`config.mk`:
```
export PLATFORM = sky130hd
export DESIGN_NAME = twd_ctrl
export DESIGN_NICKNAME = d
export VERILOG_FILES = /design/src/rtl/twd_pkg.sv /design/src/rtl/twd_ctrl.sv
export SDC_FILE = /design/constraint.sdc
export NUM_CORES = 1
export LEC_CHECK = 0
export ABC_CLOCK_PERIOD_IN_PS = 1400
export BUFFER_PORTS_ARGS = -buffer_cell sky130_fd_sc_hd__buf_4
export CAP_MARGIN = 20
export CORE_AREA = 8 8 45 47
export CTS_BUF_LIST = sky130_fd_sc_hd__clkbuf_16
export CTS_CLUSTER_DIAMETER = 50
export DETAILED_ROUTE_END_ITERATION = 8
export DIE_AREA = 0 0 53 55
export GPL_TIMING_DRIVEN = 1
export PLACE_DENSITY_LB_ADDON = 0.25
export SLEW_MARGIN = 0
export SYNTH_ARGS = -nofsm -noshare
export SYNTH_HDL_FRONTEND = slang
export SYNTH_SLANG_ARGS = --single-unit
```
`constraint.sdc`:
```
create_clock -name aclk -period 1.4 [get_ports aclk]
set_input_delay 0.21 -clock aclk [delete_from_list [all_inputs] [get_ports aclk]]
set_output_delay 0.21 -clock aclk [all_outputs]
set_load 0.02 [all_outputs]
```
`src/rtl/twd_pkg.sv`:
```
`default_nettype none
package twd_pkg;

    localparam int DW = 64;

    typedef enum logic [3:0] {
        ST_IDLE,
        ST_SETUP,
        ST_RANK,
        ST_SCAN,
        ST_DRAIN,
        ST_BIT,
        ST_WRD0,
        ST_WRD1,
        ST_WCAP,
        ST_MUL,
        ST_CHK,
        ST_DIV
    } state_t;

    localparam logic [1:0] REG_TARGET     = 2'd0;
    localparam logic [1:0] REG_RST_HEIGHT = 2'd1;
    localparam logic [1:0] REG_RST_VALUE  = 2'd2;

    localparam logic [1:0] STAT_OK    = 2'd0;
    localparam logic [1:0] STAT_ARITH = 2'd1;
    localparam logic [1:0] STAT_DROP  = 2'd2;

    typedef struct packed {
        logic setup;
        logic rank;
        logic scan;
        logic bit_upd;
        logic wrd0;
        logic wrd1;
        logic wcap;
        logic mul;
        logic fin_short;
        logic fin_ovf;
        logic div_start;
        logic fin_div;
    } cmd_t;

    typedef struct packed {
        logic short_list;
        logic scan_last;
        logic last_bit;
        logic arith_ovf;
        logic div_done;
    } stat_t;

endpackage
`default_nettype wire

```
`src/rtl/twd_ctrl.sv`:
```
`default_nettype none
module twd_ctrl (
    input  wire logic           aclk,
    input  wire logic           aresetn,
    input  wire logic           start,
    input  wire twd_pkg::stat_t st,
    output twd_pkg::cmd_t       cmd,
    output logic                idle
);

    twd_pkg::state_t state_reg;
    twd_pkg::state_t state_next;

    always_ff @(posedge aclk) begin
        if (!aresetn) begin
            state_reg <= twd_pkg::ST_IDLE;
        end else begin
            state_reg <= state_next;
        end
    end

    always_comb begin
        state_next = state_reg;
        case (state_reg)
            twd_pkg::ST_IDLE:  if (start) state_next = twd_pkg::ST_SETUP;
            twd_pkg::ST_SETUP: state_next = twd_pkg::ST_RANK;
            twd_pkg::ST_RANK: begin
                state_next = st.short_list ? twd_pkg::ST_IDLE : twd_pkg::ST_SCAN;
            end
            twd_pkg::ST_SCAN:  if (st.scan_last) state_next = twd_pkg::ST_DRAIN;
            twd_pkg::ST_DRAIN: state_next = twd_pkg::ST_BIT;
            twd_pkg::ST_BIT: begin
                state_next = st.last_bit ? twd_pkg::ST_WRD0 : twd_pkg::ST_SCAN;
            end
            twd_pkg::ST_WRD0:  state_next = twd_pkg::ST_WRD1;
            twd_pkg::ST_WRD1:  state_next = twd_pkg::ST_WCAP;
            twd_pkg::ST_WCAP:  state_next = twd_pkg::ST_MUL;
            twd_pkg::ST_MUL:   state_next = twd_pkg::ST_CHK;
            twd_pkg::ST_CHK: begin
                state_next = st.arith_ovf ? twd_pkg::ST_IDLE : twd_pkg::ST_DIV;
            end
            twd_pkg::ST_DIV:   if (st.div_done) state_next = twd_pkg::ST_IDLE;
            default:           state_next = twd_pkg::ST_IDLE;
        endcase
    end

    always_comb begin
        cmd  = '0;
        idle = 1'b0;
        case (state_reg)
            twd_pkg::ST_IDLE:  idle = 1'b1;
            twd_pkg::ST_SETUP: cmd.setup = 1'b1;
            twd_pkg::ST_RANK: begin
                cmd.fin_short = st.short_list;
                cmd.rank      = ~st.short_list;
            end
            twd_pkg::ST_SCAN:  cmd.scan = 1'b1;
            twd_pkg::ST_DRAIN: cmd = '0;
            twd_pkg::ST_BIT:   cmd.bit_upd = 1'b1;
            twd_pkg::ST_WRD0:  cmd.wrd0 = 1'b1;
            twd_pkg::ST_WRD1:  cmd.wrd1 = 1'b1;
            twd_pkg::ST_WCAP:  cmd.wcap = 1'b1;
            twd_pkg::ST_MUL:   cmd.mul = 1'b1;
            twd_pkg::ST_CHK: begin
                cmd.fin_ovf   = st.arith_ovf;
                cmd.div_start = ~st.arith_ovf;
            end
            twd_pkg::ST_DIV:   cmd.fin_div = st.div_done;
            default:           cmd = '0;
        endcase
    end

endmodule
`default_nettype wire

```
==> results of run 1 <==
[cells in the final DEF (no fill, tap or decap), types with 3 or more instances in the layout]
master      n
buf_4      25
a21oi_1     3
clkbuf_16   3
nand2_1     4
inv_1       3
dfxtp_2     3
nor3_2      3
nor2_1     10
[what timing repair did]
item	CTS	global route
buffers inserted	0	4
cloned	0	0
endpoints found under the setup margin	8	14
gates resized for setup	7	7
[power groups by stage]
stage	Combinational [mW]	Clock, mW	Sequential (mW)
4_1_cts	0.179	0.444	0.143
2_1_floorplan	0.113	0	0.139
5_1_grt	0.221	0.454	0.149
6_report	0.201	0.438	0.146
3_5_place_dp	0.177	0	0.143
3_3_place_gp	0.174	0	0.142
[critical path, cell delays in order (launching register included)]
cell and delay, ns:
dfxtp_2 0.33, buf_6 0.13, nand2b_2 0.22, nor2_1 0.12, buf_4 0.15
[logic make-up after synthesis]
logic type,share of synthesized area (%)
simple gates,39.4
flops,20.2
compound gates,31.2
buf+inv,9.15
[cell type report]
class	instances	share of cell area, %
inverters	4	2.09
well taps	16	2.79
flip-flops and latches	4	11.7
repair buffers	27	29.3
multi-input cells	47	43.6
clock buffers	3	10.5
[per-layer routing]
| metal | GRT usage [%] | vias up | part of all wire (%) |
|---|---|---|---|
| li1 | - | 261 | - |
| met1 | 10.2 | 227 | 41 |
| met2 | 15.8 | 22 | 46 |
| met3 | 3.21 | 2 | 11 |
| met4 | 6.03 | 0 | 1.5 |
| met5 | 0 | - | 0 |
[worst max path at each step]
| stage | from | end | slack [ns] | depth (start not counted) |
|---|---|---|---|---|
| after floorplan | state_reg[2] | cmd[1] | 0.07 | 3 |
| after global placement | state_reg[3] | state_reg[2] | 0.12 | 4 |
| after detailed placement | state_reg[3] | state_reg[0] | 0.11 | 4 |
| after CTS | state_reg[0] | cmd[2] | 0.0006 | 4 |
| after global routing | state_reg[3] | cmd[0] | -0.01 | 5 |
| final | state_reg[3] | cmd[8] | 0.02 | 4 |
[stage by stage]
stage	utilization (%)	TNS, ns	area, um^2
4_1_cts	47.8	0	662
6_report	51.8	0	717
5_1_grt	51.8	-0.0462	717
3_3_place_gp	41.0	0	568
3_5_place_dp	41.0	0	568
2_1_floorplan	-	0	397
==> results.py, run 1 <==
metrics = {
    "global_route": {
        "grt_remaining_overflow": 0,
        "grt_pass1_vias": 485,
        "groute.usage.overall_pct": 9.50,
        "grt_max_degree": 11,
        "grt_pass1_wl_um": 2080,
        "antenna_found_initial": 0,
    },
    "power": {
        "internal_power_uw": 585,
        "comb_power_share_pct": 25.6,
        "pwr-share-seq_pct": 18.6,
        "clkPwrFrac_pct": 55.8,
        "ir_worst_vdd_v": 0.000971,
        "finalPower_uw": 785,
        "static-leakage-power_nw": 0.307,
        "sw_frac_of_total_pct": 25.5,
        "switchingPower_uw": 200,
        "power_density_nw_per_um2": 1100,
    },
    "placement": {
        "place_ws_ns": 0.109,
        "gp_congestion": 0.770,
        "post-dp-hpwl_um": 1010,
        "dp.cells": 94,
        "port-buffer-count": 20,
    },
    "timing": {
        "final_hold_viol_count": 0,
        "hold_ws_ns": 0.226,
        "fin_skew_ns": 0.00237,
        "finalCriticalPeriod_ns": 1.38,
        "drv_slew": 0,
        "fin_ws_ns": 0.0189,
        "tightestPinTransition_ns": 0.320,
        "timing.final.crit_share_pct": 98.6,
        "rsz0062_at_grt": "true",
        "fmax_mhz": 724,
        "slew_headroom_pct": 78.7,
        "setup_viol": 0,
    },
    "yosys": {
        "syn_nets": 66,
        "avgSynthCellArea_um2": 6.84,
        "syn_inst": 58,
        "synth_edf_count": 0,
        "synth_top_cell_by_area": "dfxtp_1",
        "ys_seq_area_share_pct": 20.2,
        "syn_area_um2": 397,
        "synth_top_area_share_pct": 20.2,
        "yosys.cell_types.count": 27,
        "yosys_most_used_dff": "dfxtp_1",
        "ys_seq_elements": 4,
        "yosys.cell_count.top_type": "nor2_1",
        "synth_area_leaders": "dfxtp_1 20%, nor2_1 9.5%, a2111oi_4 6.9%",
        "synth_commonest_cells": "10 x nor2_1, 5 x nand2_1, 5 x nor3_1",
        "async_flop_share_pct": 0,
        "yosysWarnings": 0,
    },
    "cells_and_area": {
        "finalNetCount": 95,
        "nFillCells": 139,
        "multiInputGateArea_um2": 313,
        "finalNonFillerCells": 101,
        "area_growth_pct": 80.8,
        "largest_reg_flops": 4,
        "register_area_um2": 83.8,
        "insertedDiodeCount": 0,
        "drive_above_1_share_pct": 51.8,
    },
    "drt": {
        "finalWirelength_um": 1390,
        "vias": 512,
        "dr.pass1.iters": 4,
        "ant_nets": 0,
        "drt_iter0_drc": 9,
        "vias_per_cell": 5.07,
        "drc": 0,
        "wl_per_cell_um": 13.7,
    },
    "floorplanning": {
        "initial_utilization_pct": 28.7,
        "dieHeight_um": 55,
        "core.rowCount": 14,
        "core-area_um2": 1380,
        "die-area_um2": 2920,
        "die-width_um": 53,
        "num_io_pins": 21,
    },
    "worst_setup_path": {
        "required_ns": 1.19,
        "worstPathArrival_ns": 1.17,
        "worstSetupEndpointType": "output pin",
        "worst-path-max-fanout": 5,
        "r2r-end": "state_reg[0]",
        "rr_worst_depth": 4,
        "reg2reg_from": "state_reg[2]",
        "critical_path_class": "flop to output pin",
        "cp-start-kind": "flop",
        "ff2ff_setup_slack_ns": 0.13,
    },
    "run": {
        "max_cap_violations": 0,
    },
    "min_path": {
        "min_from": "aresetn",
        "hp-class": "input pin to flop",
        "hold_path_end": "state_reg[1]",
        "min_path_cells": 2,
    },
    "clock_network": {
        "cts_max_level": 1,
        "cts-buffers-inserted": 3,
        "cts_tree": "done",
        "cts-root-buf": "clkbuf_16",
        "clk_pin_slew_worst_paths_ns": 0.03,
        "cts_buffer_depth": 2,
        "cts_hold_buf": 0,
        "cts.sink_count": 4,
        "insertion_delay_ns": 0.22,
    },
    "status": {
        "outcome": "finished clean",
    },
}
No activity file was read; power rests on OpenSTA's default activity.
==> run 2: changes to the inputs <==
ABC_AREA = 1   (was default)
RECOVER_POWER = 50   (was default)
SLEW_MARGIN = default   (was 0)
==> run 2 against run 1 <==
Net effect: final cell count rose by 12%; die area did not move; first-iteration DRC count fell by 22%.
==> results.py, run 2 <==
metrics = {
    "timing": {
        "tightestPinTransition_ns": 0.161,
        "drv_slew": 0,
        "fin_skew_ns": 0.000951,
        "hold_ws_ns": 0.178,
        "slew_headroom_pct": 89.2,
        "setup_viol": 0,
        "fmax_mhz": 742,
        "timing.final.crit_share_pct": 96.2,
        "finalCriticalPeriod_ns": 1.35,
        "final_hold_viol_count": 0,
    },
    "global_route": {
        "grt_max_degree": 8,
        "grt_pass1_vias": 480,
        "groute.usage.overall_pct": 7.81,
        "antenna_found_initial": 0,
        "grt_remaining_overflow": 0,
        "grt_pass1_wl_um": 1730,
    },
    "clock_network": {
        "cts-buffers-inserted": 3,
        "clk_pin_slew_worst_paths_ns": 0.03,
        "cts_buffer_depth": 2,
        "cts_max_level": 1,
        "cts-root-buf": "clkbuf_16",
        "post-cts-setup-buffers": 0,
        "cts.sink_count": 4,
        "cts_hold_buf": 0,
        "cts_tree": "done",
        "insertion_delay_ns": 0.22,
    },
    "drt": {
        "wl_met2_um": 487,
        "wl_per_cell_um": 9.70,
        "m1WireLength_um": 461,
        "dr.pass1.iters": 4,
        "drc": 0,
        "drt_iter0_drc": 7,
        "ant_nets": 0,
        "met3_length_um": 122,
        "vias": 489,
        "vias_per_cell": 4.33,
        "maxUsedRoutingLayer": "met4",
        "finalWirelength_um": 1100,
    },
    "cells_and_area": {
        "final_cell_mix": "21 x buf_4, 19 x inv_1, 14 x nand2_1",
        "mostFrequentLayoutCell": "buf_4",
        "largest_reg_flops": 4,
        "insertedDiodeCount": 0,
        "finalNetCount": 107,
        "finalNonFillerCells": 113,
        "area_growth_pct": 78.9,
        "drive_above_1_share_pct": 40.2,
    },
    "placement": {
        "port-buffer-count": 20,
        "gp_congestion": 0.816,
        "post-dp-hpwl_um": 930,
        "dp.cells": 110,
    },
    "yosys": {
        "syn_nets": 81,
        "yosys.cell_count.top_type": "inv_1",
        "syn_area_um2": 368,
        "ys_seq_elements": 4,
        "synth_edf_count": 0,
        "synth_top_cell_by_area": "dfxtp_1",
        "yosysWarnings": 0,
        "synth_commonest_cells": "20 x inv_1, 16 x nand2_1, 14 x nor2_1",
        "ys_seq_area_share_pct": 21.8,
        "synth_top_area_share_pct": 21.8,
        "async_flop_share_pct": 0,
        "yosys.cell_types.count": 12,
        "syn_inst": 73,
        "yosys_most_used_dff": "dfxtp_1",
        "synth_area_leaders": "dfxtp_1 22%, inv_1 20%, nand2_1 16%",
        "avgSynthCellArea_um2": 5.04,
    },
    "floorplanning": {
        "dieHeight_um": 55,
        "initial_utilization_pct": 26.6,
        "core.rowCount": 14,
        "core-area_um2": 1380,
        "num_io_pins": 21,
        "die-area_um2": 2920,
        "die-width_um": 53,
    },
    "worst_setup_path": {
        "worstPathArrival_ns": 1.14,
        "critPathLaunch": "state_reg[2]",
        "required_ns": 1.19,
        "crit_end": "cmd[1]",
        "reg2reg_from": "state_reg[3]",
        "r2r-end": "state_reg[1]",
        "worst-path-max-fanout": 4,
        "rr_worst_depth": 7,
        "cp-start-kind": "flop",
        "critical_path_class": "flop to output pin",
        "worstSetupEndpointType": "output pin",
        "ff2ff_setup_slack_ns": 0.26,
    },
    "power": {
        "internal_power_uw": 603,
        "power_density_nw_per_um2": 1290,
        "static-leakage-power_nw": 0.413,
        "comb_power_share_pct": 29.0,
        "switchingPower_uw": 245,
        "pwr-share-seq_pct": 19.1,
        "ir_worst_vdd_v": 0.000844,
        "sw_frac_of_total_pct": 28.9,
        "clkPwrFrac_pct": 51.9,
    },
    "run": {
        "max_cap_violations": 0,
    },
    "status": {
        "outcome": "finished clean",
    },
    "min_path": {
        "hp-class": "input pin to flop",
    },
}
==> run 2: cells by family after synthesis <==
logic type,Yosys count,share of synthesized area (%)
AND/OR/NAND/NOR,43,49.7
AO/OA/AOI/OAI,6,8.16
buffers and inverters,20,20.4
flip-flops,4,21.8
==> run 2: critical path, stage by stage, from the launching register on <==
cell and delay [ns]:
dfxtp_2 0.34, inv_1 0.11, nand2_2 0.10, nor2_2 0.10, nand2_2 0.08, inv_1 0.05
buf_4 0.13
==> run 2: worst min-delay path by stage <==
stage / start / end / slack, ns / cells after the start
4_1_cts: aresetn / state_reg[3] / 0.18 / 3
2_1_floorplan: aresetn / state_reg[3] / 0.31 / 2
5_1_grt: aresetn / state_reg[3] / 0.19 / 3
6_report: aresetn / state_reg[3] / 0.18 / 3
3_3_place_gp: aresetn / state_reg[3] / 0.40 / 3
3_5_place_dp: aresetn / state_reg[3] / 0.41 / 3
==> run 2: metrics by stage <==
step	setup slack (ns)	TNS [ns]	utilization [%]	total power [mW]	cell area (um^2)
global placement	0.141	0	39.4	0.395	546
finish	0.0530	0	47.6	0.848	658
CTS	0.00808	0	45.3	0.847	627
global route	-0.00694	-0.00694	47.6	0.898	658
detailed placement	0.154	0	39.4	0.394	546
floorplan	0.111	0	-	0.300	368
==> run 2: area by class of cell <==
cell class | instances | area (um^2)
inverter | 20 | 75.1
fill | 160 | 726
tap | 16 | 20.0
timing repair buffer | 21 | 158
multi-input combinational | 49 | 243
sequential | 4 | 87.6
clock buffer | 3 | 75.1
==> run 2: per-layer routing <==
metal	GRT usage [%]	up-vias
li1	-	265
met1	7.90	203
met2	13.5	18
met3	2.67	3
met4	5.17	0
met5	0	-
==> run 2: power by group through the flow <==
stage | sequential, mW | clock, mW | combinational [mW]
final | 0.162 | 0.440 | 0.246
after global routing | 0.163 | 0.462 | 0.274
after CTS | 0.154 | 0.450 | 0.244
after detailed placement | 0.153 | 0 | 0.242
after global placement | 0.152 | 0 | 0.243
after floorplan | 0.151 | 0 | 0.150
==> run 2: repair_timing <==
item / 4_1_cts / 5_1_grt
gates resized for setup: 4 / 11
endpoints found under the setup margin: 5 / 8
hold endpoints to repair: 0 / 0
